`src/hw/rtl/dxt5_pkg.sv`:
```
// Package: request, response and palette types plus divider reciprocals for the DXT5 decoder.
`timescale 1ns / 1ps

package dxt5_pkg;

   // Request: one 16-byte block as two little-endian 64-bit halves
   typedef struct packed {
      logic [63:0] alpha_half;
      logic [63:0] color_half;
   } req_type;

   // Response: one decoded texel
   typedef struct packed {
      logic [3:0] texel_index;
      logic [7:0] red;
      logic [7:0] green;
      logic [7:0] blue;
      logic [7:0] alpha_value;
      logic       last;
   } rsp_type;

   // Per-block palette handed from the table pipeline to the texel emitter
   typedef struct packed {
      logic [7:0][7:0]      alpha_tab;
      logic [3:0][2:0][7:0] color_tab;   // [entry][channel r,g,b]
      logic [47:0]          alpha_idx;
      logic [31:0]          color_idx;
   } pal_type;

   localparam int TEXELS = 16;
   localparam logic [3:0] TEXEL_LAST = 4'd15;

   // Truncating division by reciprocal: q = (n * RECIP) >> RECIP_SHIFT
   // exact for n below 2^14 / 3 with these constants
   localparam int RECIP_SHIFT = 14;
   localparam logic [12:0] RECIP_7 = 13'd2341;
   localparam logic [12:0] RECIP_5 = 13'd3277;
   localparam logic [12:0] RECIP_3 = 13'd5462;

   localparam logic [7:0] ALPHA_ZERO = 8'h00;
   localparam logic [7:0] ALPHA_FULL = 8'hFF;

endpackage

```
`src/hw/rtl/dxt5_palette.sv`:
```
// Two-stage pipeline that builds the alpha and color palettes of one block.
`timescale 1ns / 1ps

module dxt5_palette
   import dxt5_pkg::*;
(
   input  logic    clock,
   input  logic    reset,
   input  logic    expand_replicate,
   input  logic    in_valid,
   input  req_type in_req,
   output logic    in_ready,
   output logic    out_valid,
   input  logic    out_ready,
   output pal_type out_pal
);

   // Expand 5- and 6-bit channels to 8 bits
   function automatic logic [7:0] widen5(input logic [4:0] v, input logic rep);
      widen5 = {v, rep ? v[4:2] : 3'b000};
   endfunction

   function automatic logic [7:0] widen6(input logic [5:0] v, input logic rep);
      widen6 = {v, rep ? v[5:4] : 2'b00};
   endfunction

   // Stage A: endpoints, expanded colors and weighted numerators
   logic                  a_valid_ff;
   logic                  a_mode7_ff, a_mode7_in;
   logic [7:0]            a_a0_ff, a_a1_ff;
   logic [5:0][10:0]      a_num_ff, a_num_in;
   logic [2:0][7:0]       a_e0_ff, a_e0_in, a_e1_ff, a_e1_in;
   logic [2:0][9:0]       a_cn2_ff, a_cn2_in, a_cn3_ff, a_cn3_in;
   logic [47:0]           a_aidx_ff;
   logic [31:0]           a_cidx_ff;

   // Stage B: finished palette
   logic                  b_valid_ff;
   pal_type               b_pal_ff, b_pal_in;

   logic                  a_en, b_en;
   logic [7:0]            a0, a1;
   logic [2:0]            w0, w1;

   assign b_en     = !b_valid_ff || out_ready;
   assign a_en     = !a_valid_ff || b_en;
   assign in_ready = a_en;

   assign a0 = in_req.alpha_half[7:0];
   assign a1 = in_req.alpha_half[15:8];

   // Weighted sums for the interpolated alpha entries and color thirds
   always_comb begin
      a_mode7_in = a0 > a1;
      w0 = '0;
      w1 = '0;
      for (int s = 0; s < 6; s++) begin
         w1 = 3'(s + 1);
         if (a_mode7_in) begin
            w0 = 3'(6 - s);
         end else begin
            w0 = (s < 4) ? 3'(4 - s) : 3'd0;
         end
         a_num_in[s] = 11'(w0) * 11'(a0) + 11'(w1) * 11'(a1);
      end
      a_e0_in[0] = widen5(in_req.color_half[15:11], expand_replicate);
      a_e0_in[1] = widen6(in_req.color_half[10:5], expand_replicate);
      a_e0_in[2] = widen5(in_req.color_half[4:0], expand_replicate);
      a_e1_in[0] = widen5(in_req.color_half[31:27], expand_replicate);
      a_e1_in[1] = widen6(in_req.color_half[26:21], expand_replicate);
      a_e1_in[2] = widen5(in_req.color_half[20:16], expand_replicate);
      for (int c = 0; c < 3; c++) begin
         a_cn2_in[c] = {1'b0, a_e0_in[c], 1'b0} + 10'(a_e1_in[c]);
         a_cn3_in[c] = 10'(a_e0_in[c]) + {1'b0, a_e1_in[c], 1'b0};
      end
   end

   always_ff @(posedge clock) begin
      if (reset) begin
         a_valid_ff <= 1'b0;
      end else if (a_en) begin
         a_valid_ff <= in_valid;
      end
   end

   always_ff @(posedge clock) begin
      if (a_en) begin
         a_mode7_ff <= a_mode7_in;
         a_a0_ff    <= a0;
         a_a1_ff    <= a1;
         a_num_ff   <= a_num_in;
         a_e0_ff    <= a_e0_in;
         a_e1_ff    <= a_e1_in;
         a_cn2_ff   <= a_cn2_in;
         a_cn3_ff   <= a_cn3_in;
         a_aidx_ff  <= in_req.alpha_half[63:16];
         a_cidx_ff  <= in_req.color_half[63:32];
      end
   end

   // Reciprocal multiplies finish the divisions by 7, 5 and 3
   always_comb begin
      logic [23:0] prod;
      logic [12:0] recip;
      prod  = '0;
      recip = '0;
      b_pal_in.alpha_tab[0] = a_a0_ff;
      b_pal_in.alpha_tab[1] = a_a1_ff;
      recip = a_mode7_ff ? RECIP_7 : RECIP_5;
      for (int s = 0; s < 6; s++) begin
         prod = 24'(a_num_ff[s]) * 24'(recip);
         b_pal_in.alpha_tab[s + 2] = prod[RECIP_SHIFT + 7:RECIP_SHIFT];
      end
      if (!a_mode7_ff) begin
         b_pal_in.alpha_tab[6] = ALPHA_ZERO;
         b_pal_in.alpha_tab[7] = ALPHA_FULL;
      end
      for (int c = 0; c < 3; c++) begin
         b_pal_in.color_tab[0][c] = a_e0_ff[c];
         b_pal_in.color_tab[1][c] = a_e1_ff[c];
         prod = 24'(a_cn2_ff[c]) * 24'(RECIP_3);
         b_pal_in.color_tab[2][c] = prod[RECIP_SHIFT + 7:RECIP_SHIFT];
         prod = 24'(a_cn3_ff[c]) * 24'(RECIP_3);
         b_pal_in.color_tab[3][c] = prod[RECIP_SHIFT + 7:RECIP_SHIFT];
      end
      b_pal_in.alpha_idx = a_aidx_ff;
      b_pal_in.color_idx = a_cidx_ff;
   end

   always_ff @(posedge clock) begin
      if (reset) begin
         b_valid_ff <= 1'b0;
      end else if (b_en) begin
         b_valid_ff <= a_valid_ff;
      end
   end

   always_ff @(posedge clock) begin
      if (b_en) begin
         b_pal_ff <= b_pal_in;
      end
   end

   assign out_valid = b_valid_ff;
   assign out_pal   = b_pal_ff;

endmodule

```
`src/hw/rtl/dxt5_block_decoder.sv`:
```
// Top level of the DXT5 (BC3) block decoder: request capture, palette pipeline, texel emitter.
`timescale 1ns / 1ps

// A request (one 16-byte block) is taken at a clock edge where start is high
// and busy is low. The block comes out as sixteen texels in row-major order, back
// to back, each marked by rsp_valid for one cycle, with last set on texel 15. A
// block passes through the input register, the two palette stages and the texel
// emitter, whose texels go to the response register. The receiver cannot stall,
// so the texel emitter sets the sustained rate. Up to three more blocks wait in
// the input register and the two palette stages while the emitter runs; busy rises
// once they are full. csr_wdata selects RGB565 expansion (1: replicate high bits,
// 0: zero fill) and resets to 1; write it only while the decoder is idle.

module dxt5_block_decoder
   import dxt5_pkg::*;
(
   input  logic    clock,
   input  logic    reset,
   input  logic    csr_we,
   input  logic    csr_wdata,
   input  logic    start,
   output logic    busy,
   input  req_type req_data,
   output logic    rsp_valid,
   output rsp_type rsp_data
);

   // Configuration register
   logic expand_ff;

   always_ff @(posedge clock) begin
      if (reset) begin
         expand_ff <= 1'b1;
      end else if (csr_we) begin
         expand_ff <= csr_wdata;
      end
   end

   // Request capture stage
   logic    s1_valid_ff;
   req_type s1_req_ff;
   logic    s1_en;
   logic    pal_in_ready;

   assign s1_en = !s1_valid_ff || pal_in_ready;
   assign busy  = !s1_en;

   always_ff @(posedge clock) begin
      if (reset) begin
         s1_valid_ff <= 1'b0;
      end else if (s1_en) begin
         s1_valid_ff <= start;
      end
   end

   always_ff @(posedge clock) begin
      if (s1_en) begin
         s1_req_ff <= req_data;
      end
   end

   // Palette pipeline
   logic    pal_valid;
   logic    pal_ready;
   pal_type pal;

   dxt5_palette u_palette (
      .clock            (clock),
      .reset            (reset),
      .expand_replicate (expand_ff),
      .in_valid         (s1_valid_ff),
      .in_req           (s1_req_ff),
      .in_ready         (pal_in_ready),
      .out_valid        (pal_valid),
      .out_ready        (pal_ready),
      .out_pal          (pal)
   );

   // Texel emitter: holds one palette, shifts indices out one texel a cycle
   logic       em_active_ff;
   logic [3:0] em_count_ff;
   pal_type    em_pal_ff;
   logic       em_done;
   logic       em_load;

   assign em_done   = em_active_ff && (em_count_ff == TEXEL_LAST);
   assign pal_ready = !em_active_ff || em_done;
   assign em_load   = pal_valid && pal_ready;

   always_ff @(posedge clock) begin
      if (reset) begin
         em_active_ff <= 1'b0;
         em_count_ff  <= '0;
      end else if (em_load) begin
         em_active_ff <= 1'b1;
         em_count_ff  <= '0;
      end else if (em_active_ff) begin
         em_active_ff <= !em_done;
         em_count_ff  <= em_count_ff + 4'd1;
      end
   end

   always_ff @(posedge clock) begin
      if (em_load) begin
         em_pal_ff <= pal;
      end else if (em_active_ff) begin
         em_pal_ff.alpha_idx <= {3'b000, em_pal_ff.alpha_idx[47:3]};
         em_pal_ff.color_idx <= {2'b00, em_pal_ff.color_idx[31:2]};
      end
   end

   // Palette lookup into the response register
   logic    rsp_valid_ff;
   rsp_type rsp_ff, rsp_in;
   logic [2:0] a_sel;
   logic [1:0] c_sel;

   always_comb begin
      a_sel              = em_pal_ff.alpha_idx[2:0];
      c_sel              = em_pal_ff.color_idx[1:0];
      rsp_in.texel_index = em_count_ff;
      rsp_in.red         = em_pal_ff.color_tab[c_sel][0];
      rsp_in.green       = em_pal_ff.color_tab[c_sel][1];
      rsp_in.blue        = em_pal_ff.color_tab[c_sel][2];
      rsp_in.alpha_value = em_pal_ff.alpha_tab[a_sel];
      rsp_in.last        = em_count_ff == TEXEL_LAST;
   end

   always_ff @(posedge clock) begin
      if (reset) begin
         rsp_valid_ff <= 1'b0;
      end else begin
         rsp_valid_ff <= em_active_ff;
      end
   end

   always_ff @(posedge clock) begin
      rsp_ff <= rsp_in;
   end

   assign rsp_valid = rsp_valid_ff;
   assign rsp_data  = rsp_ff;

   // Texels of one block come out back to back and in order
   a_texel_seq: assert property (@(posedge clock) disable iff (reset)
      rsp_valid && !rsp_data.last |=>
         rsp_valid && (rsp_data.texel_index == $past(rsp_data.texel_index) + 4'd1))
      else $error("texel sequence broken within a block");

   // A block's emission starts at texel zero
   a_emit_start: assert property (@(posedge clock) disable iff (reset)
      $rose(em_active_ff) |-> em_count_ff == '0)
      else $error("emitter started mid-block");

   // Last flag marks exactly texel 15
   a_last_flag: assert property (@(posedge clock) disable iff (reset)
      rsp_valid |-> (rsp_data.last == (rsp_data.texel_index == TEXEL_LAST)))
      else $error("last flag out of step with texel index");

   // A new palette is only loaded when the emitter is free or finishing
   a_no_overrun: assert property (@(posedge clock) disable iff (reset)
      em_active_ff && !em_done |=> !$past(em_load))
      else $error("palette loaded over an active block");

endmodule
```
`config.mk`:
```
export PLATFORM = sky130hd
export DESIGN_NAME = dxt5_block_decoder
export DESIGN_NICKNAME = d
export VERILOG_FILES = /design/src/hw/rtl/dxt5_pkg.sv /design/src/hw/rtl/dxt5_palette.sv /design/src/hw/rtl/dxt5_block_decoder.sv
export SDC_FILE = /design/constraint.sdc
export NUM_CORES = 2
export LEC_CHECK = 0
export ABC_AREA = 1
export BUFFER_PORTS_ARGS = -buffer_cell sky130_fd_sc_hd__buf_2
export CORE_UTILIZATION = 39
export CTS_CLUSTER_SIZE = 14
export DETAILED_ROUTE_END_ITERATION = 8
export SKIP_CTS_REPAIR_TIMING = 1
export SYNTH_ARGS = -nofsm -noshare
export SYNTH_HDL_FRONTEND = slang
export SYNTH_SLANG_ARGS = --single-unit
```
`constraint.sdc`:
```
create_clock -name clock -period 15.2 [get_ports clock]
set_clock_uncertainty 0.2 [all_clocks]
set_input_delay 2.28 -clock clock [delete_from_list [all_inputs] [get_ports clock]]
set_output_delay 2.28 -clock clock [all_outputs]
set_load 0.01 [all_outputs]
```
==> metrics <==
status=finished clean; reg2reg start=u_palette.a_mode7_ff; Commonest cells post-synth=inv_1 (1080), ha_1 (877), edfxtp_1 (867), nand2_1 (732), fa_1 (519); first-pass GRT wire length=216000 microns; area grow syn2layout=10.96%; Hold Crit Class=reg2reg; Clock transition at path regs=0.06 ns; H-Tree Depth=3; initial antenna violation count=1; CTS Buffer Depth=3; # IOs=172; Worst R2R Setup Slack=9.01 ns; fin. max-slew vios=0; critical path type=reg2reg; Sum Neg Setup Slack=0 ns; post-synthesis cell area=0.06365 sq mm; Ant. Diodes=0; Reg2Reg Depth=20; FP Rows=147; clk_lat worst skew=0.72 ns; DRT Wirelength=134800 microns; Worst R2R End=u_palette.out_pal[238]; Most used DFF post-synth=edfxtp_1; via count=39340; CTS tree=built; share of cells above drive strength 1=6.118%; hold endpoint=rsp_data[36]; Worst-Margin Slew=1.089 ns; most common cell in the netlist=inv_1; full die area=0.1648 sq mm; Synthesis Warnings=0; synthesized flop and latch total=914; CTS Buf Count=96; cell area after layout=0.07063 sq mm; Synth area leader=edfxtp_1; vias in the first global route=40390; DP HPWL=103700 microns; most area-consuming cells after synthesis=edfxtp_1 (41%), ha_1 (17%), fa_1 (16%); fin cells=8191; gr usage total=16.66%; adder and majority cell fraction of the synthesized area=33.56%; post-synthesis sequential area ratio=42.38%; main combinational cell family by area after synthesis=adder cells; syn_area_per_cell=11.24 sq um; FF+latch area=0.02698 sq mm; Syn Inst Count=5664; Initial DRT Pass Iterations=6; CP Data Required Time=15.44 ns; final worst-path cycle share=40.74%; RSZ-0062 raised after global routing=false; share of synthesized area spent on multiplexers=0%; min Tclk post-route=6.193 ns; Synth Area in Simple Gates=8.407%; Arr. time, crit path=6.44 ns; DR DRC count=0; Final Hold Fails=0; drt wl/cell=16.46 microns; Sink Count=914; fill count=15120; hold_sp=em_count_ff[3]; area of the core=0.1613 sq mm; placed cell count=8016; kind of start point of the critical path=register; Worst Hold Path Cells=0; Netlist cell types=49; RePlAce Congestion=0.8842; fin nets=7483; EDFF count, synth=867; Max Fclk=161.5 MHz; post-synthesis compound-gate area fraction=5.883%; initial core utilization=39.46%; Post-DP Area=0.06742 sq mm; Worst Path Max Fanout=33; port bufs=171; clk root buf=clkbuf_16; max_slew headroom=27.38%; XOR/XNOR share of the synthesized area=2.944%; area of the multi-input gates=0.03262 sq mm; async set or reset register ratio after synthesis=0%; Die Ht=406 microns; Vias/cell=4.802; die width=406 microns; largest net degree at the start of global routing=159; Worst Setup End Kind=register; # setup viols final=0; Max Cap Viol=0; Yosys top cell area share=40.90%; Iter 0 DRT Violations=2338; gr ovfl total=0; Post-DRT Antenna Nets=0
==> cell usage in the layout, fill, tap and decap left out, types with 6 or more instances in the layout <==
cell	count
edfxtp_1	867
xnor2_1	57
o21a_1	6
or2_2	10
nand2_4	9
o22ai_1	32
clkbuf_1	23
a21oi_1	281
o21ai_0	263
nand2_1	731
o21bai_1	25
nor3_1	18
clkinv_1	12
clkbuf_16	98
fa_1	519
a31oi_1	19
o211ai_1	10
ha_1	877
conb_1	73
bufinv_16	12
dfxtp_1	47
a21o_1	19
o31ai_1	13
inv_1	1076
a21boi_0	7
nor2_1	362
and2_1	7
xor2_1	157
buf_4	15
inv_6	6
clkinv_2	13
nand3_1	106
buf_2	171
nand4_1	35
==> layout make-up <==
cell class / instances / share of cell area [%]
Multi-Input combinational cell: 3669 / 46.19
Sequential cell: 914 / 38.19
Inverter: 1084 / 5.793
Tap cell: 2160 / 3.826
Clock buffer: 121 / 3.594
Timing Repair Buffer: 189 / 1.456
Clock inverter: 54 / 0.9478
==> through the flow <==
stage          hold WS [ns]  util (%)  setup slack (ns)
3_3_place_gp         0.1850     41.80             9.140
2_1_floorplan        0.1631         -            0.3466
6_report             0.1950     43.79             9.007
4_1_cts              0.1851     43.79             9.042
5_1_grt              0.2114     43.79             8.731
3_5_place_dp         0.1796     41.80             9.050
==> flip-flops by register name, summed over array words and instances, names as in the netlist, 21 cells and up <==
register	cells
u_palette.out_pal	240
em_pal_ff	235
s1_req_ff	128
u_palette.a_num_ff	62
u_palette.a_aidx_ff	48
rsp_data	37
u_palette.a_cidx_ff	32
u_palette.a_cn2_ff	30
u_palette.a_cn3_ff	30
u_palette.a_e0_ff	21
u_palette.a_e1_ff	21
==> kinds of logic after synthesis <==
family          after synthesis
xor+xnor                    214
compound gates              687
flops                       914
simple gates               1299
other cells                   2
buf+inv                    1152
fa+ha+maj                  1396
==> metal layers <==
layer | part of all wire (%) | global-route usage [%]
met1 | 45 | 22.44
met2 | 48 | 28.28
met3 | 3.7 | 1.800
met4 | 2.5 | 4.839
met5 | 0 | 0
==> worst max-delay path: stages, from the launching register on <==
cell and delay [ns]:
edfxtp_1 0.44, inv_2 0.63, buf_4 0.44, nand2_1 0.27, fa_1 0.57, inv_1 0.06, fa_1 0.55, fa_1 0.42
fa_1 0.50, inv_1 0.05, fa_1 0.47, inv_1 0.04, ha_1 0.29, a21oi_1 0.28, o21ai_0 0.14, a21oi_1 0.13
nand2_1 0.11, nand2_1 0.07, nand2_1 0.05, a21oi_1 0.11, o21ai_0 0.09
==> worst max path at each step <==
| stage | startpoint | end | slack, ns | cells past startpoint |
|---|---|---|---|---|
| 6_report | u_palette.a_mode7_ff | u_palette.out_pal[238] | 9.01 | 20 |
| 5_1_grt | u_palette.a_mode7_ff | u_palette.out_pal[238] | 8.73 | 20 |
| 4_1_cts | em_count_ff[0] | busy | 9.04 | 9 |
| 3_5_place_dp | u_palette.a_mode7_ff | u_palette.out_pal[238] | 9.05 | 20 |
| 3_3_place_gp | u_palette.a_mode7_ff | u_palette.out_pal[238] | 9.14 | 20 |
| 2_1_floorplan | em_count_ff[0] | s1_req_ff[0] | 0.35 | 9 |
Power is left out: the tool's default activity adds up to more than one toggle a clock period on the data nets, which glitch-free logic cannot reach.
